`src/rgb10a2_unpack_rescale_macros.svh`:
```
// ----------------------------------------------------------------------------
// rgb10a2 unpack/rescale assertion macros
// shared concurrent assertion forms, clocked on clk_i and quiet in reset
// ----------------------------------------------------------------------------
`ifndef RGB10A2_UNPACK_RESCALE_MACROS_SVH
`define RGB10A2_UNPACK_RESCALE_MACROS_SVH

// same-cycle implication
`define RGBU_ASSERT_NOW(lbl, ante, cons, msg) \
  lbl: assert property (@(posedge clk_i) disable iff (!rst_ni) (ante) |-> (cons)) \
    else $error(msg);

// next-cycle implication
`define RGBU_ASSERT_NEXT(lbl, ante, cons, msg) \
  lbl: assert property (@(posedge clk_i) disable iff (!rst_ni) (ante) |=> (cons)) \
    else $error(msg);

`endif

```
`src/rgbu_pkg.sv`:
```
// ----------------------------------------------------------------------------
// rgbu_pkg
// types, constants and helpers for the rgb10a2 unpack/rescale block
// ----------------------------------------------------------------------------
package rgbu_pkg;

  localparam int unsigned COLOR_W  = 10;
  localparam int unsigned CHAN_W   = 16;
  localparam int unsigned DEPTH_W  = 5;
  localparam int unsigned WORD_W   = 32;
  localparam int unsigned CFG_W    = 5;
  localparam int unsigned LATENCY  = 4;
  localparam int unsigned SCALED_W = 27;
  localparam int unsigned PROD_W   = 55;
  localparam int unsigned RECIP_SH = 37;

  // floor(2^37 / 1023), quotient estimate is low by at most one
  localparam logic [27:0] RECIP_K = 28'((64'd1 << RECIP_SH) / 64'd1023);
  localparam logic [9:0]  DIVISOR = 10'd1023;
  localparam logic [9:0]  HALF_DIV = 10'd511;
  // a two-bit alpha times 341 lands on the ten-bit colour scale exactly
  localparam logic [8:0]  ALPHA_SPREAD = 9'd341;
  localparam logic [DEPTH_W-1:0] DEPTH_RESET = 5'd10;
  localparam logic [DEPTH_W-1:0] DEPTH_MAX   = 5'd16;

  typedef enum logic [0:0] {
    REG_BIT_DEPTH   = 1'b0,
    REG_PREMULTIPLY = 1'b1
  } cfg_reg_e;

  typedef logic [CHAN_W-1:0] chan_t;
  typedef chan_t [2:0] color3_t;

  function automatic chan_t depth_to_max(input logic [DEPTH_W-1:0] d);
    logic [CHAN_W:0] full;
    full = '0;
    if (d > DEPTH_MAX) begin
      full = {1'b0, {CHAN_W{1'b1}}};
    end else begin
      full = (17'd1 << d) - 17'd1;
    end
    return full[CHAN_W-1:0];
  endfunction

endpackage

```
`src/rgb10a2_unpack_rescale.sv`:
```
// ----------------------------------------------------------------------------
// rgb10a2_unpack_rescale
// unpacks a 10:10:10:2 pixel word and rescales each channel to bit_depth
// ----------------------------------------------------------------------------
// usage:
//   drive pixel_word_i and raise start for one cycle per word; busy is
//   always low, so a word can be taken on every clock edge.
//   the four channels appear on red_o/green_o/blue_o/alpha_o with valid_o
//   high for exactly one cycle; each taken word reaches them through the
//   four register stages: scale multiply, reciprocal multiply, remainder
//   fix, premultiply. throughput is one word per cycle.
//   bit_depth (index 0) and premultiply (index 1) are written through
//   cfg_we_i/cfg_idx_i/cfg_wdata_i; the user must write them only while
//   no word is in flight, as the block itself does not enforce this.
//   reset clears the valid pipeline and returns bit_depth to 10 and
//   premultiply to 0. the receiver cannot stall: each result is shown
//   for one cycle only.
// ----------------------------------------------------------------------------
module rgb10a2_unpack_rescale (
  input  logic                        clk_i,
  input  logic                        rst_ni,
  input  logic                        start,
  output logic                        busy,
  input  logic [rgbu_pkg::WORD_W-1:0] pixel_word_i,
  input  logic                        cfg_we_i,
  input  rgbu_pkg::cfg_reg_e          cfg_idx_i,
  input  logic [rgbu_pkg::CFG_W-1:0]  cfg_wdata_i,
  output logic                        valid_o,
  output rgbu_pkg::chan_t             red_o,
  output rgbu_pkg::chan_t             green_o,
  output rgbu_pkg::chan_t             blue_o,
  output rgbu_pkg::chan_t             alpha_o
);
  import rgbu_pkg::*;
  `include "rgb10a2_unpack_rescale_macros.svh"

  logic [DEPTH_W-1:0] depth_q, depth_d;
  logic               premul_q, premul_d;
  chan_t              max_q, max_d;
  logic [LATENCY-1:0] valid_q, valid_d;
  logic               take;
  logic [COLOR_W-1:0] alpha_ext;
  color3_t            scaled;
  chan_t              alpha_scaled;
  color3_t            color_out;

  assign busy = 1'b0;
  assign take = start & ~busy;

  always_comb begin
    depth_d  = depth_q;
    premul_d = premul_q;
    if (cfg_we_i) begin
      case (cfg_idx_i)
        REG_BIT_DEPTH:   depth_d  = cfg_wdata_i[DEPTH_W-1:0];
        REG_PREMULTIPLY: premul_d = cfg_wdata_i[0];
        default: ;
      endcase
    end
    max_d   = depth_to_max(depth_d);
    valid_d = {valid_q[LATENCY-2:0], take};
  end

  always_ff @(posedge clk_i or negedge rst_ni) begin
    if (!rst_ni) begin
      depth_q  <= DEPTH_RESET;
      premul_q <= 1'b0;
      max_q    <= depth_to_max(DEPTH_RESET);
      valid_q  <= '0;
    end else begin
      depth_q  <= depth_d;
      premul_q <= premul_d;
      max_q    <= max_d;
      valid_q  <= valid_d;
    end
  end

  assign alpha_ext = COLOR_W'(pixel_word_i[31:30]) * COLOR_W'(ALPHA_SPREAD);

  rgbu_lane u_lane_r (
    .clk_i    (clk_i),
    .value_i  (pixel_word_i[9:0]),
    .max_i    (max_q),
    .scaled_o (scaled[0])
  );

  rgbu_lane u_lane_g (
    .clk_i    (clk_i),
    .value_i  (pixel_word_i[19:10]),
    .max_i    (max_q),
    .scaled_o (scaled[1])
  );

  rgbu_lane u_lane_b (
    .clk_i    (clk_i),
    .value_i  (pixel_word_i[29:20]),
    .max_i    (max_q),
    .scaled_o (scaled[2])
  );

  rgbu_lane u_lane_a (
    .clk_i    (clk_i),
    .value_i  (alpha_ext),
    .max_i    (max_q),
    .scaled_o (alpha_scaled)
  );

  rgbu_premul u_premul (
    .clk_i         (clk_i),
    .premultiply_i (premul_q),
    .color_i       (scaled),
    .alpha_i       (alpha_scaled),
    .color_o       (color_out),
    .alpha_o       (alpha_o)
  );

  assign red_o   = color_out[0];
  assign green_o = color_out[1];
  assign blue_o  = color_out[2];
  assign valid_o = valid_q[LATENCY-1];

  `RGBU_ASSERT_NEXT(a_take_enters, take, valid_q[0], "taken word not in pipeline")
  `RGBU_ASSERT_NOW(a_out_from_start, valid_o, $past(start, LATENCY), "result without word")
  `RGBU_ASSERT_NOW(a_plain_range, valid_o && !premul_q,
                   red_o <= max_q && green_o <= max_q && blue_o <= max_q && alpha_o <= max_q,
                   "channel above max")
  `RGBU_ASSERT_NOW(a_premul_range, valid_o && premul_q,
                   alpha_o <= 16'd255 && red_o <= alpha_o && green_o <= alpha_o &&
                   blue_o <= alpha_o, "premultiplied channel above alpha")

endmodule

```
`src/rgbu_lane.sv`:
```
// ----------------------------------------------------------------------------
// rgbu_lane
// three-stage rescale of one 10-bit value: round(c * max / 1023)
// ----------------------------------------------------------------------------
module rgbu_lane (
  input  logic                          clk_i,
  input  logic [rgbu_pkg::COLOR_W-1:0]  value_i,
  input  rgbu_pkg::chan_t               max_i,
  output rgbu_pkg::chan_t               scaled_o
);
  import rgbu_pkg::*;

  logic [SCALED_W-1:0] y_d, y_q, y2_q;
  logic [PROD_W-1:0]   prod_d, prod_q;
  chan_t               q0;
  logic [SCALED_W-1:0] rem;
  logic [CHAN_W:0]     q_inc;
  chan_t               res_d, res_q;

  // stage 1: c*M plus half the divisor
  assign y_d = SCALED_W'(value_i) * SCALED_W'(max_i) + SCALED_W'(HALF_DIV);

  // stage 2: reciprocal multiply
  assign prod_d = PROD_W'(y_q) * PROD_W'(RECIP_K);

  // stage 3: remainder check fixes the low estimate
  always_comb begin
    q0    = prod_q[RECIP_SH+CHAN_W-1:RECIP_SH];
    rem   = y2_q - (SCALED_W'({q0, 10'b0}) - SCALED_W'(q0));
    q_inc = {1'b0, q0} + 17'd1;
    res_d = (rem >= SCALED_W'(DIVISOR)) ? q_inc[CHAN_W-1:0] : q0;
  end

  always_ff @(posedge clk_i) begin
    y_q    <= y_d;
    prod_q <= prod_d;
    y2_q   <= y_q;
    res_q  <= res_d;
  end

  assign scaled_o = res_q;

endmodule

```
`src/rgbu_premul.sv`:
```
// ----------------------------------------------------------------------------
// rgbu_premul
// output stage: optional 8-bit saturate and alpha premultiply
// ----------------------------------------------------------------------------
module rgbu_premul (
  input  logic              clk_i,
  input  logic              premultiply_i,
  input  rgbu_pkg::color3_t color_i,
  input  rgbu_pkg::chan_t   alpha_i,
  output rgbu_pkg::color3_t color_o,
  output rgbu_pkg::chan_t   alpha_o
);
  import rgbu_pkg::*;

  color3_t    color_d, color_q;
  chan_t      alpha_d, alpha_q;
  logic [7:0] a8;
  logic [7:0] c8;
  logic [15:0] prod;
  logic [15:0] sum;

  always_comb begin
    a8      = (alpha_i > 16'd255) ? 8'hFF : alpha_i[7:0];
    color_d = color_i;
    alpha_d = alpha_i;
    c8      = '0;
    prod    = '0;
    sum     = '0;
    if (premultiply_i) begin
      alpha_d = {8'b0, a8};
      for (int i = 0; i < 3; i++) begin
        c8   = (color_i[i] > 16'd255) ? 8'hFF : color_i[i][7:0];
        prod = {8'b0, c8} * {8'b0, a8};
        // exact floor(p / 255) for any product of two bytes
        sum  = prod + {8'b0, prod[15:8]} + 16'd1;
        color_d[i] = {8'b0, sum[15:8]};
      end
    end
  end

  always_ff @(posedge clk_i) begin
    color_q <= color_d;
    alpha_q <= alpha_d;
  end

  assign color_o = color_q;
  assign alpha_o = alpha_q;

endmodule

```
`config.mk`:
```
export PLATFORM = sky130hd
export DESIGN_NAME = rgb10a2_unpack_rescale
export DESIGN_NICKNAME = d
export VERILOG_FILES = /design/src/rgbu_pkg.sv /design/src/rgb10a2_unpack_rescale.sv /design/src/rgbu_lane.sv /design/src/rgbu_premul.sv
export VERILOG_INCLUDE_DIRS = /design/src /design/src/src
export SDC_FILE = /design/constraint.sdc
export NUM_CORES = 2
export LEC_CHECK = 0
export ABC_AREA = 1
export BUFFER_PORTS_ARGS = -buffer_cell sky130_fd_sc_hd__buf_2
export CAP_MARGIN = 0
export CORE_MARGIN = 10
export CORE_UTILIZATION = 60
export CTS_CLUSTER_SIZE = 25
export DETAILED_ROUTE_END_ITERATION = 6
export PLACE_DENSITY_LB_ADDON = 0.05
export SETUP_SLACK_MARGIN = 0.5
export SYNTH_ARGS = -nofsm -noshare
export SYNTH_HDL_FRONTEND = slang
export SYNTH_SLANG_ARGS = --single-unit
```
`constraint.sdc`:
```
create_clock -name clk_i -period 5.4 [get_ports clk_i]
set_input_delay 0 -clock clk_i [delete_from_list [all_inputs] [get_ports clk_i]]
set_output_delay 0 -clock clk_i [all_outputs]
set_load 0.02 [all_outputs]
```
After elaboration in Yosys (flattened, before gate mapping) --
Cells that the tools add are included.
Word-level totals: flip-flop bits (word level) 554, bits of input ports 42, output and inout port bits 66, word-level logic and storage cells 87
Cells by class: $add $sub $neg 23, multiply operators 12, magnitude comparators 9, shifts and indexed selects 1, multiplexer cells 13, reductions and logical operators 1
Operator list (count):
- 27-bit by 21-bit multiplier with 46-bit output, second input constant | 4
- 16-bit by 1-bit adder with 16-bit output, second input constant | 7
- 26-bit by 9-bit adder with 27-bit output, second input constant | 4
- 27-bit by 10-bit >= comparator with 1-bit output, second input constant | 4
- 26-bit by 16-bit subtractor with 27-bit output | 4
- 27-bit subtractor | 4
- 10-bit by 16-bit multiplier with 26-bit output | 4
- 16-bit two-way mux | 5
- 16-bit by 8-bit greater-than comparator with 1-bit output, second input constant | 4
- 16-bit by 8-bit adder with 16-bit output | 3
- 8-bit by 8-bit multiplier with 16-bit output | 3
- 40-bit two-way mux | 1
- 8-bit two-way mux | 5
- 1-bit by 5-bit << shifter with 16-bit output, first input constant | 1
- 16-bit by 1-bit subtractor with 16-bit output, second input constant | 1
- 2-bit by 9-bit multiplier with 10-bit output, second input constant | 1
- 5-bit two-way mux | 2
- 5-bit greater-than comparator, second input constant | 1
- 2-bit AND reduction | 1

Longest topological paths before layout --
word-level depth 6, gate-level depth with buffers 37, mapped depth without buffers 36

Cells and area by module --
From an unflattened synthesis, not the netlist that was laid out.
Unflattened totals: cells, all modules 9130, area, all modules 64788.4 µm²
By module, submodules not included:
- rgbu_lane at u_lane_r | times used 1, cells an instance 1852, area an instance 13205.2 µm², seq. area each 1721.7 µm²
- rgbu_lane at u_lane_g | times used 1, cells an instance 1824, area an instance 13167.6 µm², seq. area each 1721.7 µm²
- rgbu_lane at u_lane_b | times used 1, cells an instance 1817, area an instance 13146.4 µm², seq. area each 1721.7 µm²
- rgbu_lane at u_lane_a | times used 1, cells an instance 1784, area an instance 13010.0 µm², seq. area each 1721.7 µm²
- rgbu_premul | times used 1, cells an instance 1711, area an instance 10935.5 µm², seq. area each 1281.2 µm²
- rgb10a2_unpack_rescale | times used 1, cells an instance 142, area an instance 1323.8 µm², seq. area each 665.6 µm²

Worst setup path after synthesis --
No wires, ideal clock.
path kind register to register, start point register u_lane_a.res_q[13], in the netlist u_lane_a.scaled_o[13], end point register u_premul.color_q (netlist bit u_premul.color_o[7]), library setup time 0.114 ns, arrival 5.772 ns, data required time 5.286 ns, path slack -0.486 ns, cell stages (with the launch flop) 34, path buffers 1, clock period less this slack 5.886 ns, cells stage by stage dfxtp_1 > nor2_1 > nand2_1 > nor2_1 > nand2_1 > clkbuf_1 > nand2_1 > inv_1 > fa_1 > fa_1 > fa_1 > inv_1 > fa_1 > inv_1 > ha_1 > a21oi_1 > nand2_1 > nand2_1 > nand3_1 > nand2_1 > nand2_1 > a21oi_1 > xor2_1 > inv_1 > ha_1 > inv_1 > nor2_1 > nand3_1 > nor2_1 > nand2_1 > nand2_1 > nand2_1 > nand3_1 > nand2_1
RTL lines:
- from (decl) | line rgbu_lane.sv:18 | chan_t res_d, res_q;
- from (signal assigned) | line rgbu_lane.sv:38 | res_q <= res_d;
- to (signal assigned) | line rgbu_premul.sv:42 | color_q <= color_d;
- to (decl) | line rgbu_premul.sv:15 | color3_t color_d, color_q;

==> metrics <==
Via density=5.358; WL/cell=16.88 um; total number of vias=55,432; Synth area leaders=fa_1 20%, ha_1 20%, dfxtp_1 13%; post-synth top area cell=fa_1; M1 GR Usage=around 36%; Final nets=10,592; share of the synthesized area in the top cell type=20.23%; Avg Inst Size Synth=7.292 um^2; Die X=around 340 um; global-route layer with the greatest usage=met2; initial antenna violation count=13; Mapped Area=0.06175 mm^2; RSZ-0062 raised after global routing=true; number of synthesis warnings=0; clk buf depth=3; grt total ovfl=0; met3 Use GR=4.346%; pin count of the biggest net entering global routing=33; R2R Setup Slk=-290 ps; cell class contributing the biggest share of worst-path delay=adder cells; Reg-to-Reg Start=u_lane_a.scaled_o[15]; gpl congestion=0.9558; Clock Sinks=434; Overall Global Routing Usage=between 20% and 30%; H-tree depth=2; WP buf/inv=9; Final Max Slew Viols=0; r2r endpoint=u_premul.color_o[21]; max cap viols=0; synthesis-stage register bit count=434; vias in the first global route=54,838; Skew-Pair Late Insertion Delay=650 ps; Slew headroom=38.72%; GR Util met2=50.23%; Fmax=175.9 MHz; CP Launch Type=register; number of CTS-inserted buffers=49; Worst Path Class, Setup=register to register; crit-path most repeated cell=nand2_1; P&R area growth vs syn=17.44%; clk slew on worst S/H paths=approximately 70 ps; CP endpoint kind=register; dominant cell by count in the synthesized netlist=nand2_1; max incr delay on CP=550 ps; FP Rows=117; DRT iter0 DRCs=about 3,700; CP max stage cell=fa_1; 1st-pass router iterations=6; core area=just over 0.1 mm^2; r2r worst-path depth=37; Mapped Cells=8,468; Die ar.=0.1162 mm^2; Final Skew=19.36 ps; post-route minimum period=5685 ps; Final setup viols=23; Die Span Y=~340 um; crit-path max FO=8; I/O pin total=108; Post-synth EDFFs=0; first-pass GRT wire length=274,400 um; HP Class=input pin to async pin; ys async rst share=5.991%; final hold vios=0; syn_nets=10,128; Hold Slack=approximately 100 ps; Routed Antenna Nets=0; slack of the critical path=-285.2 ps; Period Utilization, post-route=105.3%; layout cells sized above 1=~15%; Placed Cells=10,072; failing checks=setup timing; initial cell density of the core=60.52%; synth unique cells=55; final WL=174,700 um; DP HPWL=approximately 140,000 um; ys flop type=dfxtp_1; Tightest Pin Transition=913.1 ps; Residual DRC=0; CP Data Required Time=between 5000 and 6000 ps; synth cell count leaders=2,147 x nand2_1, 1,994 x inv_1, 994 x ha_1; Clock Tree Root=clkbuf_16; CTS tree=done; Worst Path Arrival=6220 ps; fin cells=10,345; number of port buffers=106; status=complete, but fails checks; Seq/Total Area, Yosys=14.30%
## state kept, by name (all words and copies together), names as in the netlist, 27 cells and up
signal            cells
u_lane_r.y2_q        27
u_lane_a.y2_q        27
u_lane_g.y2_q        27
u_lane_r.y_q         27
u_lane_a.y_q         27
u_lane_g.y_q         27
u_lane_b.y2_q        27
u_lane_b.y_q         27
u_premul.color_o     48
## worst max-delay path by stage
| stage | depth (start not counted) | from | end | slack, ps |
|---|---|---|---|---|
| after global routing | 37 | u_lane_a.scaled_o[15] | u_premul.color_o[21] | -590 |
| after CTS | 33 | u_lane_a.scaled_o[11] | u_premul.color_o[7] | -230 |
| after global placement | 36 | u_lane_a.scaled_o[11] | u_premul.color_o[7] | -280 |
| after floorplan | 32 | u_lane_a.scaled_o[11] | u_premul.color_o[38] | 150 |
| after detailed placement | 33 | u_lane_a.scaled_o[11] | u_premul.color_o[7] | -370 |
| final | 37 | u_lane_a.scaled_o[15] | u_premul.color_o[21] | -290 |
## repair_timing
action	CTS	global route
buffers inserted	43	107
resized for setup	227	472
pin swaps	119	325
hold endpoints to repair	50	0
hold buffers	17	0
cloned	6	4
endpoints found under the setup margin	76	85
## cell usage in the layout (no fill, tap or decap), types with 51 or more instances in the layout
cell,instances
buf_6,51
inv_1,1888
nand2_2,121
inv_2,114
fa_1,592
xor2_1,176
o21ai_0,153
xnor2_1,52
buf_2,106
ha_4,73
a21oi_2,55
a21oi_1,304
nand2_1,1996
clkbuf_16,54
dfxtp_1,406
nand3_1,309
ha_1,918
nor3_1,60
nor2_1,427
nand4_1,136
buf_4,340
## stage by stage
stage	utilization, %	worst slack (ps)	setup TNS [ps]	cell area, um^2
3_3_place_gp	65.05	-284.5	-3514	66370
5_1_grt	71.07	-591.6	-12270	72510
2_1_floorplan	-	147.9	0	62450
4_1_cts	68.44	-234.9	-3787	69840
6_report	71.07	-285.2	-4455	72520
3_5_place_dp	65.05	-366.6	-5765	66370
## layer usage
layer	vias to the layer above	part of all wire, %
li1	26960	-
met1	26296	41
met2	1779	49
met3	389	6.4
met4	8	3.5
met5	-	0.019
## final cells by class
cell class	instances	area [um^2]
antenna	5	12.51
clock buffer	56	1324
tap	1368	1712
multi-input combinational	5870	47690
sequential	434	8838
fill	8416	29520
timing repair buffer	567	4928
inverter	2010	7560
clock inverter	35	451.7
## kinds of logic after synthesis
logic type                 after synthesis  synth area share, %
and+or+nand+nor                       3284                22.11
buffers and inverters                 2164                13.28
adders and majority gates             1618                40.37
AOI/OAI and AO/OA                      726                6.498
DFF                                    434                14.30
xor gates and xnor gates               241                3.430
other                                    1             0.006073
Power is left out: the tool's default activity adds up to more than one toggle a clock period on the data nets, which glitch-free logic cannot reach.
